File: config.mk
export PLATFORM = sky130hd
export DESIGN_NAME = ws2812_pixel_bit_encoder_top
export DESIGN_NICKNAME = d
export VERILOG_FILES = /design/src/ws2_pkg.sv /design/src/ws2_cfg.sv /design/src/ws2_front.sv /design/src/ws2_queue.sv /design/src/ws2_back.sv /design/src/ws2812_pixel_bit_encoder_top.sv
export SDC_FILE = /design/constraint.sdc
export NUM_CORES = 1
export LEC_CHECK = 0
export ABC_AREA = 0
export BUFFER_PORTS_ARGS = -buffer_cell sky130_fd_sc_hd__clkbuf_2
export CORE_UTILIZATION = 35
export CTS_CLUSTER_DIAMETER = 30
export DETAILED_ROUTE_END_ITERATION = 7
export GPL_ROUTABILITY_DRIVEN = 0
export PLACE_DENSITY = 0.58
export RECOVER_POWER = 25
export SETUP_SLACK_MARGIN = 0.5
export SLEW_MARGIN = 20
export SYNTH_ARGS = -nofsm -noshare
export SYNTH_HDL_FRONTEND = slang
export SYNTH_SLANG_ARGS = --single-unit
File: constraint.sdc
create_clock -name clk -period 6.1 [get_ports clk]
set_input_delay 0.305 -clock clk [delete_from_list [all_inputs] [get_ports clk]]
set_output_delay 0.305 -clock clk [all_outputs]
set_load 0.01 [all_outputs]
File: src/ws2_pkg.sv
// Shared types and constants of the WS2812 pixel bit encoder.
`default_nettype none

package ws2_pkg;

    localparam int COLOUR_BITS = 8;
    localparam int WORD_BITS   = 3 * COLOUR_BITS;
    localparam int HIGH_W      = 10;
    localparam int LOW_W       = 16;
    localparam int IDX_W       = 5;
    localparam int CFG_IDX_W   = 3;
    localparam int CFG_DATA_W  = 16;

    // Symbol index of the last data bit and of the latch gap
    localparam logic [IDX_W-1:0] LAST_DATA_IDX = IDX_W'(WORD_BITS - 1);
    localparam logic [IDX_W-1:0] LATCH_IDX     = IDX_W'(WORD_BITS);

    // Configuration register indexes
    localparam logic [CFG_IDX_W-1:0] CFG_ZERO_HIGH = 3'd0;
    localparam logic [CFG_IDX_W-1:0] CFG_ZERO_LOW  = 3'd1;
    localparam logic [CFG_IDX_W-1:0] CFG_ONE_HIGH  = 3'd2;
    localparam logic [CFG_IDX_W-1:0] CFG_ONE_LOW   = 3'd3;
    localparam logic [CFG_IDX_W-1:0] CFG_LATCH     = 3'd4;

    // Reset values of the timing registers
    localparam logic [HIGH_W-1:0] RST_ZERO_HIGH = 10'd20;
    localparam logic [HIGH_W-1:0] RST_ZERO_LOW  = 10'd43;
    localparam logic [HIGH_W-1:0] RST_ONE_HIGH  = 10'd40;
    localparam logic [HIGH_W-1:0] RST_ONE_LOW   = 10'd22;
    localparam logic [LOW_W-1:0]  RST_LATCH     = 16'd2500;

    typedef struct packed {
        logic [COLOUR_BITS-1:0] green;
        logic [COLOUR_BITS-1:0] red;
        logic [COLOUR_BITS-1:0] blue;
        logic                   end_of_frame;
    } pixel_t;

    typedef struct packed {
        logic              bit_value;
        logic [HIGH_W-1:0] high_cycles;
        logic [LOW_W-1:0]  low_cycles;
        logic              is_latch_gap;
        logic              last;
    } symbol_t;

    // Classified pixel: bits in line order and index of its final symbol
    typedef struct packed {
        logic [WORD_BITS-1:0] word;
        logic [IDX_W-1:0]     final_idx;
    } job_t;

    typedef struct packed {
        logic [HIGH_W-1:0] zero_high;
        logic [HIGH_W-1:0] zero_low;
        logic [HIGH_W-1:0] one_high;
        logic [HIGH_W-1:0] one_low;
        logic [LOW_W-1:0]  latch;
    } timing_t;

    typedef struct packed {
        logic full;
        logic empty;
    } queue_stat_t;

endpackage

`default_nettype wire

File: src/ws2_cfg.sv
// Timing configuration registers of the WS2812 encoder.
`default_nettype none

module ws2_cfg (
    input  wire                               clk,
    input  wire                               rst_n,
    input  wire                               wr_en,
    input  wire [ws2_pkg::CFG_IDX_W-1:0]      wr_index,
    input  wire [ws2_pkg::CFG_DATA_W-1:0]     wr_data,
    output ws2_pkg::timing_t                  timing
);

    ws2_pkg::timing_t timing_reg;
    ws2_pkg::timing_t timing_next;

    // Decode the write; unknown indexes are dropped
    always_comb
    begin
        timing_next = timing_reg;
        if (wr_en)
        begin
            case (wr_index)
                ws2_pkg::CFG_ZERO_HIGH: timing_next.zero_high = wr_data[ws2_pkg::HIGH_W-1:0];
                ws2_pkg::CFG_ZERO_LOW:  timing_next.zero_low  = wr_data[ws2_pkg::HIGH_W-1:0];
                ws2_pkg::CFG_ONE_HIGH:  timing_next.one_high  = wr_data[ws2_pkg::HIGH_W-1:0];
                ws2_pkg::CFG_ONE_LOW:   timing_next.one_low   = wr_data[ws2_pkg::HIGH_W-1:0];
                ws2_pkg::CFG_LATCH:     timing_next.latch     = wr_data[ws2_pkg::LOW_W-1:0];
                default:                timing_next = timing_reg;
            endcase
        end
    end

    always_ff @(posedge clk or negedge rst_n)
    begin
        if (!rst_n)
        begin
            timing_reg.zero_high <= ws2_pkg::RST_ZERO_HIGH;
            timing_reg.zero_low  <= ws2_pkg::RST_ZERO_LOW;
            timing_reg.one_high  <= ws2_pkg::RST_ONE_HIGH;
            timing_reg.one_low   <= ws2_pkg::RST_ONE_LOW;
            timing_reg.latch     <= ws2_pkg::RST_LATCH;
        end
        else
        begin
            timing_reg <= timing_next;
        end
    end

    assign timing = timing_reg;

endmodule

`default_nettype wire

File: src/ws2_front.sv
// Front stage: accepts pixels and turns them into line-order jobs.
`default_nettype none

module ws2_front (
    input  wire                 clk,
    input  wire                 rst_n,
    input  wire                 in_valid,
    output logic                in_stall,
    input  ws2_pkg::pixel_t     in_pixel,
    input  ws2_pkg::queue_stat_t q_stat,
    output logic                push,
    output ws2_pkg::job_t       push_job
);

    logic          valid_reg;
    logic          valid_next;
    ws2_pkg::job_t job_reg;
    ws2_pkg::job_t job_next;
    logic          accept;

    assign in_stall = valid_reg && q_stat.full;
    assign accept   = in_valid && !in_stall;
    assign push     = valid_reg && !q_stat.full;

    // Classify: pack colors in green, red, blue order, pick final symbol
    always_comb
    begin
        valid_next = valid_reg;
        job_next   = job_reg;
        if (push)
        begin
            valid_next = 1'b0;
        end
        if (accept)
        begin
            valid_next     = 1'b1;
            job_next.word  = {in_pixel.green, in_pixel.red, in_pixel.blue};
            job_next.final_idx = in_pixel.end_of_frame ? ws2_pkg::LATCH_IDX
                                                       : ws2_pkg::LAST_DATA_IDX;
        end
    end

    always_ff @(posedge clk or negedge rst_n)
    begin
        if (!rst_n)
        begin
            valid_reg <= 1'b0;
        end
        else
        begin
            valid_reg <= valid_next;
        end
    end

    always_ff @(posedge clk)
    begin
        job_reg <= job_next;
    end

    assign push_job = job_reg;

endmodule

`default_nettype wire

File: src/ws2_queue.sv
// Two-entry job queue between front and back stages.
`default_nettype none

module ws2_queue (
    input  wire                   clk,
    input  wire                   rst_n,
    input  wire                   push,
    input  ws2_pkg::job_t         push_job,
    input  wire                   pop,
    output ws2_pkg::job_t         pop_job,
    output ws2_pkg::queue_stat_t  stat
);

    ws2_pkg::job_t entry_reg [2];
    logic          wr_ptr_reg;
    logic          wr_ptr_next;
    logic          rd_ptr_reg;
    logic          rd_ptr_next;
    logic [1:0]    count_reg;
    logic [1:0]    count_next;

    assign stat.full  = (count_reg == 2'd2);
    assign stat.empty = (count_reg == 2'd0);
    assign pop_job    = entry_reg[rd_ptr_reg];

    // Advance pointers and occupancy
    always_comb
    begin
        wr_ptr_next = wr_ptr_reg ^ push;
        rd_ptr_next = rd_ptr_reg ^ pop;
        count_next  = count_reg + {1'b0, push} - {1'b0, pop};
    end

    always_ff @(posedge clk or negedge rst_n)
    begin
        if (!rst_n)
        begin
            wr_ptr_reg <= 1'b0;
            rd_ptr_reg <= 1'b0;
            count_reg  <= 2'd0;
        end
        else
        begin
            wr_ptr_reg <= wr_ptr_next;
            rd_ptr_reg <= rd_ptr_next;
            count_reg  <= count_next;
        end
    end

    always_ff @(posedge clk)
    begin
        if (push)
        begin
            entry_reg[wr_ptr_reg] <= push_job;
        end
    end

    a_no_overflow: assert property (@(posedge clk) disable iff (!rst_n)
        !(push && stat.full))
        else $error("queue pushed while full");

    a_no_underflow: assert property (@(posedge clk) disable iff (!rst_n)
        !(pop && stat.empty))
        else $error("queue popped while empty");

    a_count_range: assert property (@(posedge clk) disable iff (!rst_n)
        count_reg != 2'd3)
        else $error("queue count out of range");

    a_ptr_match: assert property (@(posedge clk) disable iff (!rst_n)
        (count_reg == 2'd0 || count_reg == 2'd2) |-> (wr_ptr_reg == rd_ptr_reg))
        else $error("queue pointers disagree with count");

endmodule

`default_nettype wire

File: src/ws2_back.sv
// Back stage: serializes a job into line symbols, one per cycle while the receiver does not stall.
`default_nettype none

module ws2_back (
    input  wire                   clk,
    input  wire                   rst_n,
    input  ws2_pkg::timing_t      timing,
    input  ws2_pkg::queue_stat_t  q_stat,
    input  ws2_pkg::job_t         pop_job,
    output logic                  pop,
    output logic                  out_valid,
    input  wire                   out_stall,
    output ws2_pkg::symbol_t      out_symbol
);

    logic                          busy_reg;
    logic                          busy_next;
    logic [ws2_pkg::WORD_BITS-1:0] shift_reg;
    logic [ws2_pkg::WORD_BITS-1:0] shift_next;
    logic [ws2_pkg::IDX_W-1:0]     cnt_reg;
    logic [ws2_pkg::IDX_W-1:0]     cnt_next;
    logic [ws2_pkg::IDX_W-1:0]     final_reg;
    logic [ws2_pkg::IDX_W-1:0]     final_next;
    logic                          out_valid_reg;
    logic                          out_valid_next;
    ws2_pkg::symbol_t              sym_reg;
    ws2_pkg::symbol_t              sym_next;
    logic                          load_ok;
    logic                          emit;
    logic                          finishing;

    assign load_ok   = !out_valid_reg || !out_stall;
    assign emit      = busy_reg && load_ok;
    assign finishing = emit && (cnt_reg == final_reg);
    assign pop       = !q_stat.empty && (!busy_reg || finishing);

    // Build the next symbol, advance the bit counter, reload on pop
    always_comb
    begin
        busy_next      = busy_reg;
        shift_next     = shift_reg;
        cnt_next       = cnt_reg;
        final_next     = final_reg;
        out_valid_next = out_valid_reg;
        sym_next       = sym_reg;

        if (emit)
        begin
            out_valid_next = 1'b1;
            if (cnt_reg == ws2_pkg::LATCH_IDX)
            begin
                sym_next.bit_value    = 1'b0;
                sym_next.high_cycles  = '0;
                sym_next.low_cycles   = timing.latch;
                sym_next.is_latch_gap = 1'b1;
                sym_next.last         = 1'b1;
            end
            else
            begin
                sym_next.bit_value    = shift_reg[ws2_pkg::WORD_BITS-1];
                sym_next.high_cycles  = shift_reg[ws2_pkg::WORD_BITS-1] ? timing.one_high
                                                                         : timing.zero_high;
                sym_next.low_cycles   = ws2_pkg::LOW_W'(shift_reg[ws2_pkg::WORD_BITS-1]
                                                        ? timing.one_low : timing.zero_low);
                sym_next.is_latch_gap = 1'b0;
                sym_next.last         = (cnt_reg == final_reg);
            end
            shift_next = {shift_reg[ws2_pkg::WORD_BITS-2:0], 1'b0};
            cnt_next   = cnt_reg + ws2_pkg::IDX_W'(1);
        end
        else if (load_ok)
        begin
            out_valid_next = 1'b0;
        end

        if (finishing)
        begin
            busy_next = 1'b0;
        end
        if (pop)
        begin
            busy_next  = 1'b1;
            shift_next = pop_job.word;
            final_next = pop_job.final_idx;
            cnt_next   = '0;
        end
    end

    always_ff @(posedge clk or negedge rst_n)
    begin
        if (!rst_n)
        begin
            busy_reg      <= 1'b0;
            out_valid_reg <= 1'b0;
            cnt_reg       <= '0;
        end
        else
        begin
            busy_reg      <= busy_next;
            out_valid_reg <= out_valid_next;
            cnt_reg       <= cnt_next;
        end
    end

    always_ff @(posedge clk)
    begin
        shift_reg <= shift_next;
        final_reg <= final_next;
        sym_reg   <= sym_next;
    end

    assign out_valid  = out_valid_reg;
    assign out_symbol = sym_reg;

    a_cnt_bound: assert property (@(posedge clk) disable iff (!rst_n)
        busy_reg |-> (cnt_reg <= final_reg))
        else $error("symbol counter ran past final symbol");

    a_final_legal: assert property (@(posedge clk) disable iff (!rst_n)
        busy_reg |-> (final_reg == ws2_pkg::LAST_DATA_IDX || final_reg == ws2_pkg::LATCH_IDX))
        else $error("bad final symbol index");

    a_stall_holds: assert property (@(posedge clk) disable iff (!rst_n)
        (out_valid_reg && out_stall && busy_reg) |=> $stable(cnt_reg))
        else $error("counter advanced under output stall");

    a_gap_is_last: assert property (@(posedge clk) disable iff (!rst_n)
        (emit && cnt_reg == ws2_pkg::LATCH_IDX) |-> finishing)
        else $error("latch gap not the final symbol");

endmodule

`default_nettype wire

File: src/ws2812_pixel_bit_encoder_top.sv
// WS2812 pixel bit encoder: top level.
//
// Input channel (in_valid / in_stall / in_pixel): one pixel item per
// handshake, taken at a clock edge with in_valid high and in_stall low.
// Output channel (out_valid / out_stall / out_symbol): one line symbol per
// handshake; 24 data symbols (green, red, blue, MSB first), plus a latch gap
// symbol when end_of_frame is set. last marks the final symbol of a pixel.
// Configuration (cfg_valid / cfg_ready / cfg_index / cfg_data): timing
// registers, to be written by the user only while the encoder is idle, which the
// block does not enforce; cfg_ready is always high and unknown indexes are ignored.
// A pixel passes the front job register, the queue entry and the serializer's
// shift register before its first symbol is registered at the output.
// Throughput: one symbol per cycle while the receiver does not stall.
// A two-entry job queue lets the next pixels be accepted while one is
// being serialized.
// Reset clears the pipeline and loads the default timings. When the receiver
// stalls, the pending symbol holds and the serializer stops; the front keeps
// accepting until the queue fills, then raises in_stall.
`default_nettype none

module ws2812_pixel_bit_encoder_top (
    input  wire                                clk,
    input  wire                                rst_n,
    input  wire                                in_valid,
    output logic                               in_stall,
    input  ws2_pkg::pixel_t                    in_pixel,
    output logic                               out_valid,
    input  wire                                out_stall,
    output ws2_pkg::symbol_t                   out_symbol,
    input  wire                                cfg_valid,
    output logic                               cfg_ready,
    input  wire [ws2_pkg::CFG_IDX_W-1:0]       cfg_index,
    input  wire [ws2_pkg::CFG_DATA_W-1:0]      cfg_data
);

    ws2_pkg::timing_t     timing;
    ws2_pkg::queue_stat_t q_stat;
    ws2_pkg::job_t        push_job;
    ws2_pkg::job_t        pop_job;
    logic                 push;
    logic                 pop;

    assign cfg_ready = 1'b1;

    ws2_cfg u_cfg (
        .clk      (clk),
        .rst_n    (rst_n),
        .wr_en    (cfg_valid && cfg_ready),
        .wr_index (cfg_index),
        .wr_data  (cfg_data),
        .timing   (timing)
    );

    ws2_front u_front (
        .clk      (clk),
        .rst_n    (rst_n),
        .in_valid (in_valid),
        .in_stall (in_stall),
        .in_pixel (in_pixel),
        .q_stat   (q_stat),
        .push     (push),
        .push_job (push_job)
    );

    ws2_queue u_queue (
        .clk      (clk),
        .rst_n    (rst_n),
        .push     (push),
        .push_job (push_job),
        .pop      (pop),
        .pop_job  (pop_job),
        .stat     (q_stat)
    );

    ws2_back u_back (
        .clk        (clk),
        .rst_n      (rst_n),
        .timing     (timing),
        .q_stat     (q_stat),
        .pop_job    (pop_job),
        .pop        (pop),
        .out_valid  (out_valid),
        .out_stall  (out_stall),
        .out_symbol (out_symbol)
    );

endmodule

`default_nettype wire
==> results.txt <==
----------------------------------------------------
[Outcome]
  Run status ... complete, but fails checks
  Failing checks ... design-rule violations, max-capacitance violations, max-slew violations

[Pwr]
  Peak supply drop ... 0.270 mV
  Total design power ... 4920 µW
  Static Leakage ... 0.00415 µW
  Power density over the cells ... 477 mW/mm²

[Setup path]
  Reg-to-reg critical path startpoint ... u_back.cnt_reg[0]$_DFFE_PN0P_
  Crit-path max FO ... 68
  Setup slack on the worst flop-to-flop path ... 2.97 ns
  Cell-by-cell trace of the critical path ... buf_2, clkbuf_1
  Arrival time reported for the critical path endpoint ... 3.03 ns
  Kind of cell with the highest combined delay on the critical path ... buffers and inverters
  Required time reported for the critical path endpoint ... 5.85 ns
  Setup Crit Path Kind ... in2async
  Reg-to-reg critical path endpoint ... u_queue.count_reg[1]$_DFF_PN0_
  Kind of start point of the critical path ... input port
  CP peak stage delay ... 2.62 ns
  Kind of end point of the critical path ... asynchronous set/reset pin
  Buffers and inverters on the worst path ... 2
  Depth of the worst register-to-register path ... 8
  CP max-delay cell ... sky130_fd_sc_hd__clkbuf_1

[Synth]
  Average cell area after synthesis ... 16.3 µm²
  Part of the Yosys area used for sequential elements ... 72.3%
  Flip-flop cell with the highest count after synthesis ... sky130_fd_sc_hd__edfxtp_1
  Yosys reg bits ... 201
  Cell types occupying the most area after synthesis ... sky130_fd_sc_hd__edfxtp_1 (51%), sky130_fd_sc_hd__dfrtp_1 (16%), sky130_fd_sc_hd__mux2_2 (8.4%)
  Area share of the largest cell type after synthesis ... 50.5%
  EDFF count, synth ... 133
  Post-synthesis cell area ... 0.00790 mm²
  Post-Syn Nets ... 538
  Cell with the most instances after synthesis ... sky130_fd_sc_hd__edfxtp_1
  Number of instances in the synthesized netlist ... 484
  Most numerous cell types in the synthesized netlist ... sky130_fd_sc_hd__edfxtp_1 (133), sky130_fd_sc_hd__mux2_2 (59), sky130_fd_sc_hd__dfrtp_1 (52), sky130_fd_sc_hd__mux2i_1 (44), sky130_fd_sc_hd__nor3b_1 (25)
  Async set-or-reset flop fraction in the synthesized netlist ... 33.8%
  Largest area contributor in the netlist ... sky130_fd_sc_hd__edfxtp_1
  Count of warnings emitted by yosys ... 0
  Number of library cell types mapped by synthesis ... 45

[Global routing]
  First-pass GRT wire length ... 23900 µm
  Sum of overflow across all layers after global routing ... 0
  Pin count of the biggest net entering global routing ... 69
  Total Routing Usage GR ... 13.0%
  Number of antenna violations at the first check in global routing ... 0
  Via count of the first global-routing pass ... 4786

[Hold path]
  Hold Path Origin ... cfg_data[15]
  Worst min-delay path endpoint ... u_cfg.timing[15]$_DFFE_PN0P_
  Hold crit path type ... in2reg
  Hold Path Stages ... 2

[CTS]
  CTS tree ... yes
  H-tree depth reported by CTS ... 2
  Count of buffers added by post-CTS timing repair for setup ... 0
  Maximum buffer depth of the clock tree ... 3
  Post-cts hold buffer count ... 25
  Number of buffers added by the clock tree synthesis step ... 43
  Sink count of the clock tree ... 201
  CTS clk-pin slew, worst paths ... 0.04 ns
  Clock root buffer ... sky130_fd_sc_hd__clkbuf_16
  Number of instances resized during post-cts repair ... 0
  Clock insertion delay at the later pin of the skew report ... 0.52 ns

[Run]
  Total of max-cap violations ... 1

[Cells and area]
  Layout overhead on the synthesized area ... 30.6%
  Antenna cells ... 0
  Share of cells above drive strength 1 ... 36.0%
  Number of nets in the layout ... 672
  Max FFs per register ... 56

[Floorplan]
  Starting density of the core ... 36.0%
  Chip width ... 152 µm
  Die area ... 0.0232 mm²
  I/O pin total ... 81
  Core region area ... 0.0220 mm²
  Vert. Die Dim ... 152 µm
  Placement Rows ... 54

[Place]
  Detailed Place HPWL ... 8630 µm
  Count of buffers inserted at the top-level ports ... 79

[Routing]
  Ratio of routed vias to standard cells ... 4.76
  Wirelength, routed ... 14500 µm
  DRC viols ... 10
  Antenna violation net count after detailed routing ... 0
  Initial drt markers ... 196
  Total vias in the final route ... 4438
  Iteration count of the initial detailed-routing pass ... 6
  Wire per inst ... 15.6 µm

[STA]
  Actual transition at the worst max-transition pin ... 3.73 ns
  Share of the clock period used by the worst path ... 53.8%
  Worst Skew ... 0.0240 ns
  Maximum achievable frequency ... 305 MHz
  Headroom to the max-slew limit ... -149%
  Final-layout setup total negative slack ... 0 ns
  Slew Limit Fails ... 69
  Time the final worst path needs with I/O delays and setup ... 3.28 ns
  Hold slack final ... 0.0419 ns
  Setup violators final ... 0
  Setup repair after global routing missed its margin ... false
  Final Hold Vio Count ... 0

----------------------------------------------------
## metal layers
layer  vias to the layer above  GRT usage, %  share of wire, %
met3                        35          3.41               5.1
met5                         -             0                 0
met4                         0          6.22               3.0
met1                      2176          14.7                42
li1                       2107             -                 -
met2                       120          22.6                50
## metrics by stage
stage	utilization, %	instances	area (µm²)	setup WS (ns)
after floorplan	-	484	7900	3.67
after global placement	39.2	828	8610	2.80
after detailed placement	39.3	828	8620	2.99
after CTS	47.0	933	10300	2.98
after global routing	47.0	933	10300	2.11
final	47.0	933	10300	2.82
## placed cells by master, fill, tap and decap left out, drive strengths merged, types with 8 or more instances in the layout
cell / synthesis / final
dfstp: 16 / 16
inv: 6 / 9
mux2i: 44 / 44
dlygate4sd3: 0 / 25
buf: 15 / 8
clkinv: 1 / 16
a31oi: 23 / 23
mux2: 59 / 59
nand2: 20 / 20
edfxtp: 133 / 133
nor2: 18 / 18
and2: 9 / 9
clkbuf: 8 / 131
dfrtp: 52 / 52
o21ai: 11 / 11
nor3b: 25 / 25
## worst max path at each step
stage | startpoint | endpoint | slack, ns | cells past startpoint
2_1_floorplan | u_back.busy_reg$_DFFE_PN0P_ | u_back.shift_reg[0]$_SDFFCE_PN0P_ | 3.67 | 2
3_3_place_gp | u_back.cnt_reg[0]$_DFFE_PN0P_ | u_queue.count_reg[1]$_DFF_PN0_ | 2.80 | 8
3_5_place_dp | u_back.cnt_reg[0]$_DFFE_PN0P_ | u_queue.count_reg[1]$_DFF_PN0_ | 2.99 | 8
4_1_cts | u_back.cnt_reg[0]$_DFFE_PN0P_ | u_queue.count_reg[1]$_DFF_PN0_ | 2.98 | 8
5_1_grt | rst_n | u_cfg.timing[14]$_DFFE_PN0P_ | 2.11 | 2
6_report | rst_n | u_cfg.timing[1]$_DFFE_PN0P_ | 2.82 | 2
## power by group
| group | internal [µW] | switching [µW] | leakage, µW |
|---|---|---|---|
| logic | 292 | 378 | 0.00140 |
| clock network | 1550 | 705 | 0.000694 |
| registers | 1860 | 135 | 0.00206 |
| total | 3710 | 1220 | 0.00415 |
## cell type report
cell class	count	area [µm²]
timing repair buffer	112	701
clock inverter	28	299
multi-input combinational	253	2070
sequential	201	5720
tap	280	350
fill	1854	11600
inverter	7	26.3
clock buffer	52	1150
## logic make-up after synthesis
group | synth area share, %
xor gates and xnor gates | 0.554
and+or+nand+nor | 6.65
muxes | 14.0
adders and majority gates | 0.792
DFF | 72.3
other | 0.0475
buffers and inverters | 1.69
AOI/OAI and AO/OA | 3.94
Note: power is estimated with default switching activity, not from simulation.
